**src/sv/oatp_pkg.sv**
```systemverilog
// Shared types and constants of the onset picker.
// Used by every module of the block but oatp_ram; depends on nothing.
`default_nettype none

package oatp_pkg;

    // Fixed point format of the normalized history values
    localparam int FRAC_BITS = 16;
    localparam int HIST_W    = FRAC_BITS + 1;
    localparam int VAL_W     = 32;
    // Divider: dividend is value times history entry, quotient fits HIST_W bits
    localparam int DIV_NW    = VAL_W + HIST_W;
    // Widest slot index carried in the command word
    localparam int IDX_W     = 8;

    // floor(x/3) = (x * DIV3_MUL) >> DIV3_SHIFT, exact for x below 2^19
    localparam logic [17:0] DIV3_MUL   = 18'd174763;
    localparam int          DIV3_SHIFT = 19;

    // Register map (word index)
    typedef enum logic [2:0] {
        REG_SILENCE   = 3'd0,
        REG_ALPHA     = 3'd1,
        REG_CH_EN     = 3'd2,
        REG_REF_EN    = 3'd3,
        REG_REF_MODE  = 3'd4,
        REG_MIN_MS    = 3'd5,
        REG_MIN_FR    = 3'd6
    } reg_idx_t;

    localparam logic [16:0] RST_SILENCE  = 17'd1311;
    localparam logic [16:0] RST_ALPHA    = 17'd6554;
    localparam logic [2:0]  RST_CH_EN    = 3'd7;
    localparam logic        RST_REF_EN   = 1'b1;
    localparam logic        RST_REF_MODE = 1'b0;
    localparam logic [15:0] RST_MIN_MS   = 16'd100;
    localparam logic [9:0]  RST_MIN_FR   = 10'd7;

    typedef struct packed {
        logic [16:0] silence;
        logic [16:0] alpha;
        logic [2:0]  ch_en;
        logic        ref_en;
        logic        ref_mode;
        logic [15:0] min_ms;
        logic [9:0]  min_fr;
    } cfg_t;

    // Divider operand source
    typedef enum logic [1:0] {
        DIV_RESCALE = 2'd0,
        DIV_NORM    = 2'd1
    } div_sel_t;

    typedef enum logic [4:0] {
        ST_IDLE,
        ST_CHK,
        ST_RS_READ,
        ST_RS_MUL,
        ST_RS_DIV,
        ST_RS_WAIT,
        ST_NM_START,
        ST_NM_WAIT,
        ST_ADV,
        ST_CB_RUN,
        ST_CB_DRAIN,
        ST_MEAN,
        ST_SEL_RUN,
        ST_SEL_DRAIN,
        ST_SEL_DECIDE,
        ST_PROD,
        ST_DECIDE
    } state_t;

    // Controller to datapath
    typedef struct packed {
        logic             load_in;
        logic [1:0]       ch;
        logic [IDX_W-1:0] idx;
        logic             rs_mul;
        logic             div_start;
        div_sel_t         div_sel;
        logic             rs_write;
        logic             set_max;
        logic             nm_write;
        logic             advance;
        logic             cb_read;
        logic             mean_take;
        logic             sel_read;
        logic             sel_decide;
        logic             prod;
        logic             decide;
    } cmd_t;

    // Datapath to controller
    typedef struct packed {
        logic grow;
        logic max_zero;
        logic div_done;
        logic sel_last;
        logic out_free;
    } sts_t;

endpackage

`default_nettype wire

```
**src/sv/oatp_ctrl.sv**
```systemverilog
// Controller: sequences rescale, normalize, combine, mean, median select, decide.
// Depends on oatp_pkg.
`default_nettype none

module oatp_ctrl import oatp_pkg::*; #(
    parameter int HISTORY_DEPTH = 32
) (
    input  wire logic aclk,
    input  wire logic aresetn,
    input  wire logic s_tvalid,
    output logic      s_tready,
    input  wire sts_t sts,
    output cmd_t      cmd
);

    localparam int AW = $clog2(HISTORY_DEPTH);
    localparam logic [AW-1:0] LAST_IDX = AW'(HISTORY_DEPTH - 1);

    state_t        state_reg, state_next;
    logic [1:0]    ch_reg, ch_next;
    logic [AW-1:0] idx_reg, idx_next;

    always_ff @(posedge aclk) begin
        if (!aresetn) begin
            state_reg <= ST_IDLE;
            ch_reg    <= '0;
            idx_reg   <= '0;
        end else begin
            state_reg <= state_next;
            ch_reg    <= ch_next;
            idx_reg   <= idx_next;
        end
    end

    // Next state and commands
    always_comb begin
        state_next  = state_reg;
        ch_next     = ch_reg;
        idx_next    = idx_reg;
        cmd         = '0;
        cmd.ch      = ch_reg;
        cmd.idx     = IDX_W'(idx_reg);
        cmd.div_sel = DIV_RESCALE;
        s_tready    = 1'b0;
        case (state_reg)
            ST_IDLE: begin
                s_tready = 1'b1;
                if (s_tvalid) begin
                    cmd.load_in = 1'b1;
                    ch_next     = '0;
                    state_next  = ST_CHK;
                end
            end
            ST_CHK: begin
                idx_next   = '0;
                state_next = sts.grow ? ST_RS_READ : ST_NM_START;
            end
            ST_RS_READ: begin
                state_next = ST_RS_MUL;
            end
            ST_RS_MUL: begin
                cmd.rs_mul = 1'b1;
                state_next = ST_RS_DIV;
            end
            ST_RS_DIV: begin
                cmd.div_start = 1'b1;
                state_next    = ST_RS_WAIT;
            end
            ST_RS_WAIT: begin
                if (sts.div_done) begin
                    cmd.rs_write = 1'b1;
                    if (idx_reg == LAST_IDX) begin
                        cmd.set_max = 1'b1;
                        state_next  = ST_NM_START;
                    end else begin
                        idx_next   = idx_reg + 1'b1;
                        state_next = ST_RS_READ;
                    end
                end
            end
            ST_NM_START: begin
                cmd.div_sel = DIV_NORM;
                if (sts.max_zero) begin
                    cmd.nm_write = 1'b1;
                    if (ch_reg == 2'd2) begin
                        state_next = ST_ADV;
                    end else begin
                        ch_next    = ch_reg + 1'b1;
                        state_next = ST_CHK;
                    end
                end else begin
                    cmd.div_start = 1'b1;
                    state_next    = ST_NM_WAIT;
                end
            end
            ST_NM_WAIT: begin
                if (sts.div_done) begin
                    cmd.nm_write = 1'b1;
                    if (ch_reg == 2'd2) begin
                        state_next = ST_ADV;
                    end else begin
                        ch_next    = ch_reg + 1'b1;
                        state_next = ST_CHK;
                    end
                end
            end
            ST_ADV: begin
                cmd.advance = 1'b1;
                idx_next    = '0;
                state_next  = ST_CB_RUN;
            end
            ST_CB_RUN: begin
                cmd.cb_read = 1'b1;
                if (idx_reg == LAST_IDX) begin
                    state_next = ST_CB_DRAIN;
                end else begin
                    idx_next = idx_reg + 1'b1;
                end
            end
            ST_CB_DRAIN: begin
                state_next = ST_MEAN;
            end
            ST_MEAN: begin
                cmd.mean_take = 1'b1;
                idx_next      = '0;
                state_next    = ST_SEL_RUN;
            end
            ST_SEL_RUN: begin
                cmd.sel_read = 1'b1;
                if (idx_reg == LAST_IDX) begin
                    state_next = ST_SEL_DRAIN;
                end else begin
                    idx_next = idx_reg + 1'b1;
                end
            end
            ST_SEL_DRAIN: begin
                state_next = ST_SEL_DECIDE;
            end
            ST_SEL_DECIDE: begin
                cmd.sel_decide = 1'b1;
                idx_next       = '0;
                state_next     = sts.sel_last ? ST_PROD : ST_SEL_RUN;
            end
            ST_PROD: begin
                cmd.prod   = 1'b1;
                state_next = ST_DECIDE;
            end
            ST_DECIDE: begin
                if (sts.out_free) begin
                    cmd.decide = 1'b1;
                    state_next = ST_IDLE;
                end
            end
            default: begin
                state_next = ST_IDLE;
            end
        endcase
    end

endmodule

`default_nettype wire

```
**config.mk**
```make
export PLATFORM = sky130hd
export DESIGN_NAME = oatp_ctrl
export DESIGN_NICKNAME = d
export VERILOG_FILES = /design/src/sv/oatp_pkg.sv /design/src/sv/oatp_ctrl.sv
export SDC_FILE = /design/constraint.sdc
export NUM_CORES = 1
export LEC_CHECK = 0
export BUFFER_PORTS_ARGS = -buffer_cell sky130_fd_sc_hd__buf_2
export CAP_MARGIN = 10
export CORE_MARGIN = 2
export CORE_UTILIZATION = 45
export DETAILED_ROUTE_END_ITERATION = 6
export GPL_TIMING_DRIVEN = 0
export PLACE_DENSITY = 0.74
export SLEW_MARGIN = 20
export SYNTH_ARGS = -nofsm -noshare
export SYNTH_HDL_FRONTEND = slang
export SYNTH_SLANG_ARGS = --single-unit
```
**constraint.sdc**
```tcl
create_clock -name aclk -period 1.7 [get_ports aclk]
set_input_delay 0.34 -clock aclk [delete_from_list [all_inputs] [get_ports aclk]]
set_output_delay 0.34 -clock aclk [all_outputs]
set_load 0.01 [all_outputs]
```
==> results_dict.tcl <==
set metrics [dict create \
    grt_pass1_wl_um 4719 \
    antenna_found_initial 0 \
    yosysTopAreaCellShare_pct 21.19 \
    synth.largest_area_cell "dfxtp_1" \
    violations "negative setup slack" \
    syn_avg_cell_area_um2 8.214 \
    hold_class "primary input to register" \
    wl_per_cell_um 14.57 \
    start_util_pct 46.60 \
    crit_type "register to register" \
    wirelength_um 3221 \
    fin_crit_sh_pct 109.3 \
    rsz0062_at_grt "true" \
    ant_nets 0 \
    layout-drive-gt1-share_pct 58.12 \
    synth_enable_flop_cells 0 \
    power.density_nw_per_um2 721.1 \
    htreeDepth 1 \
    fillCellCount 189 \
    cts_tree "built" \
    seq_area_um2 255.2 \
    cp_slowest_stage_delay_ns 0.50 \
    synthCells 138 \
    fin_ws_ns -0.1576 \
    grt_overflow 0 \
    grt_max_degree 20 \
    ys_seq_area_share_pct 21.19 \
    synth_area_um2 1134 \
    ys_types 51 \
    cts-root-buf "clkbuf_4" \
    core_area_um2 2432 \
    hpwl_um 2151 \
    status "complete, but fails checks" \
    path_max_fanout 6 \
    area_delta_synth_final_pct 55.85 \
    synth-warning-count 0 \
    pin_count 34 \
    drtIter0Drc 28 \
    antenna_cells 0 \
    multi_input_area_um2 967.2 \
    critPathLaunchType "register" \
    routed-via-count 1232 \
    layout_commonest_cell "buf_2" \
    drc 0 \
    critPathArrivalTime_ns 2.03 \
    min_period_ns 1.858 \
    die_height_um 54.19 \
    fin_tns_setup_ns -1.184 \
    setup-violations-final 16 \
    fp.dieW_um 54.19 \
    drv_cap 0 \
    skew_ns 0.01645 \
    path_cells "ha_4, and3_4, ha_4, or4_4, nand4b_4, a21oi_2, a32o_1" \
    slowest_stage "or4_4" \
    finalCoreUtilization_pct 72.63 \
    place_ws_ns -0.1752 \
    clock.fmax_mhz 538.3 \
    dieArea_um2 2937 \
    grt_pass1_vias 1036 \
    clock_path_buffers 2 \
    cp_top_family "simple AND/OR/NAND/NOR gates" \
    hold_viol 0 \
    placement.io_buffers 28 \
    yosys_register_bits 12 \
    numCtsBuffers 3 \
    cts_sinks 12 \
    layout_common_cells "25 x buf_2, 22 x buf_4, 9 x buf_6" \
    cp_num_buf_inv 0 \
    path_common_cell "ha_4" \
    synth.area.top_cells "dfxtp_1 21%, buf_6 4.0%, nor2b_1 3.9%, nor2_1 3.6%, buf_4 3.3%" \
    gp_congestion 0.8818 \
    synthArstFlopShare_pct 0 \
    clk_latency_ns 0.29 \
    clk_pin_slew_ns 0.10 \
    total_leakage_power_nw 0.8275 \
    synth_flop_cell "dfxtp_1" \
    first_pass_iters 4 \
    worstSetupEndpointType "register" \
    finalMaxSlewViolations 0 \
    layout.nets 203 \
    hold_slack_ns 0.4217 \
    viasPerCell 5.575 \
    rows 18 \
    cp.required_ns 1.87 \
    grt.total_usage_pct 22.03 \
    ir_drop_mv 0.5080 \
]
## routing by layer
layer,vias up,wire (µm),track usage [%]
met5,-,0,0
met4,0,47,10.00
met3,6,172,2.500
met2,46,1629,33.53
met1,583,1372,30.82
li1,597,-,-
## final cells by class
type	instances	share of cell area, %
inverter	5	1.062
tap	30	2.125
sequential	12	14.45
multi-input combinational	110	54.75
buffer	13	8.286
clock buffer	4	2.054
timing repair buffer	47	17.28
## timing repair
action,CTS,global route
gates resized for setup,29,30
buffers inserted,11,9
hold buffers,0,0
pin swaps,12,16
setup endpoints to repair,22,24
## Yosys cell counts (2+ instances only)
| cell type | count |
|---|---|
| nor3_2 | 2 |
| a21boi_1 | 2 |
| nand3_1 | 4 |
| dfxtp_1 | 12 |
| a22o_1 | 4 |
| nor2b_1 | 7 |
| buf_2 | 3 |
| nor2_1 | 11 |
| a211oi_1 | 3 |
| xnor2_1 | 2 |
| o21ai_0 | 5 |
| and4b_1 | 2 |
| buf_6 | 4 |
| a21o_1 | 3 |
| or2_2 | 2 |
| inv_1 | 5 |
| nand2b_1 | 5 |
| nor4_1 | 2 |
| nand2_1 | 7 |
| a211o_1 | 3 |
| buf_4 | 5 |
| ha_1 | 3 |
| or3_1 | 3 |
| nor3_1 | 5 |
| o211ai_1 | 2 |
| a21oi_1 | 5 |
| o21ai_1 | 2 |
| and3_1 | 2 |
## cells by family after synthesis
kind of cell	after synthesis	synth area share, %
AND/OR/NAND/NOR	63	35.98
AO/OA/AOI/OAI	37	24.17
buffers and inverters	19	12.47
flip-flops	12	21.19
adder cells (fa/ha/maj)	3	3.312
XOR/XNOR	2	1.546
other	1	0.3308
multiplexers	1	0.9933
## worst paths after layout
check | startpoint | end | slack, ns | cells after the start
min reg2reg | ch_reg[0]$_SDFFE_PN0P_ | ch_reg[0]$_SDFFE_PN0P_ | 0.51 | 1
min | aresetn | state_reg[0]$_SDFFE_PN0P_ | 0.42 | 2
max | idx_reg[1]$_SDFFE_PN0P_ | state_reg[2]$_SDFFE_PN0P_ | -0.16 | 7
max reg2reg | idx_reg[1]$_SDFFE_PN0P_ | state_reg[2]$_SDFFE_PN0P_ | -0.16 | 7
## where the power goes
| group | switching (W) | total (W) | internal, W | leakage [nW] |
|---|---|---|---|---|
| registers | 0.0000216 | 0.000328 | 0.000306 | 0.101 |
| clock network | 0.000113 | 0.000243 | 0.000130 | 0.0210 |
| logic | 0.000357 | 0.000703 | 0.000347 | 0.706 |
## stage by stage
step                 power, W  instance area, µm²  std cells
floorplan           0.0006895                1184        141
global placement    0.0007856                1361        199
detailed placement  0.0007981                1361        199
CTS                  0.001145                1575        213
global route         0.001342                1767        221
finish               0.001274                1767        221
No activity file was read; power rests on OpenSTA's default activity.
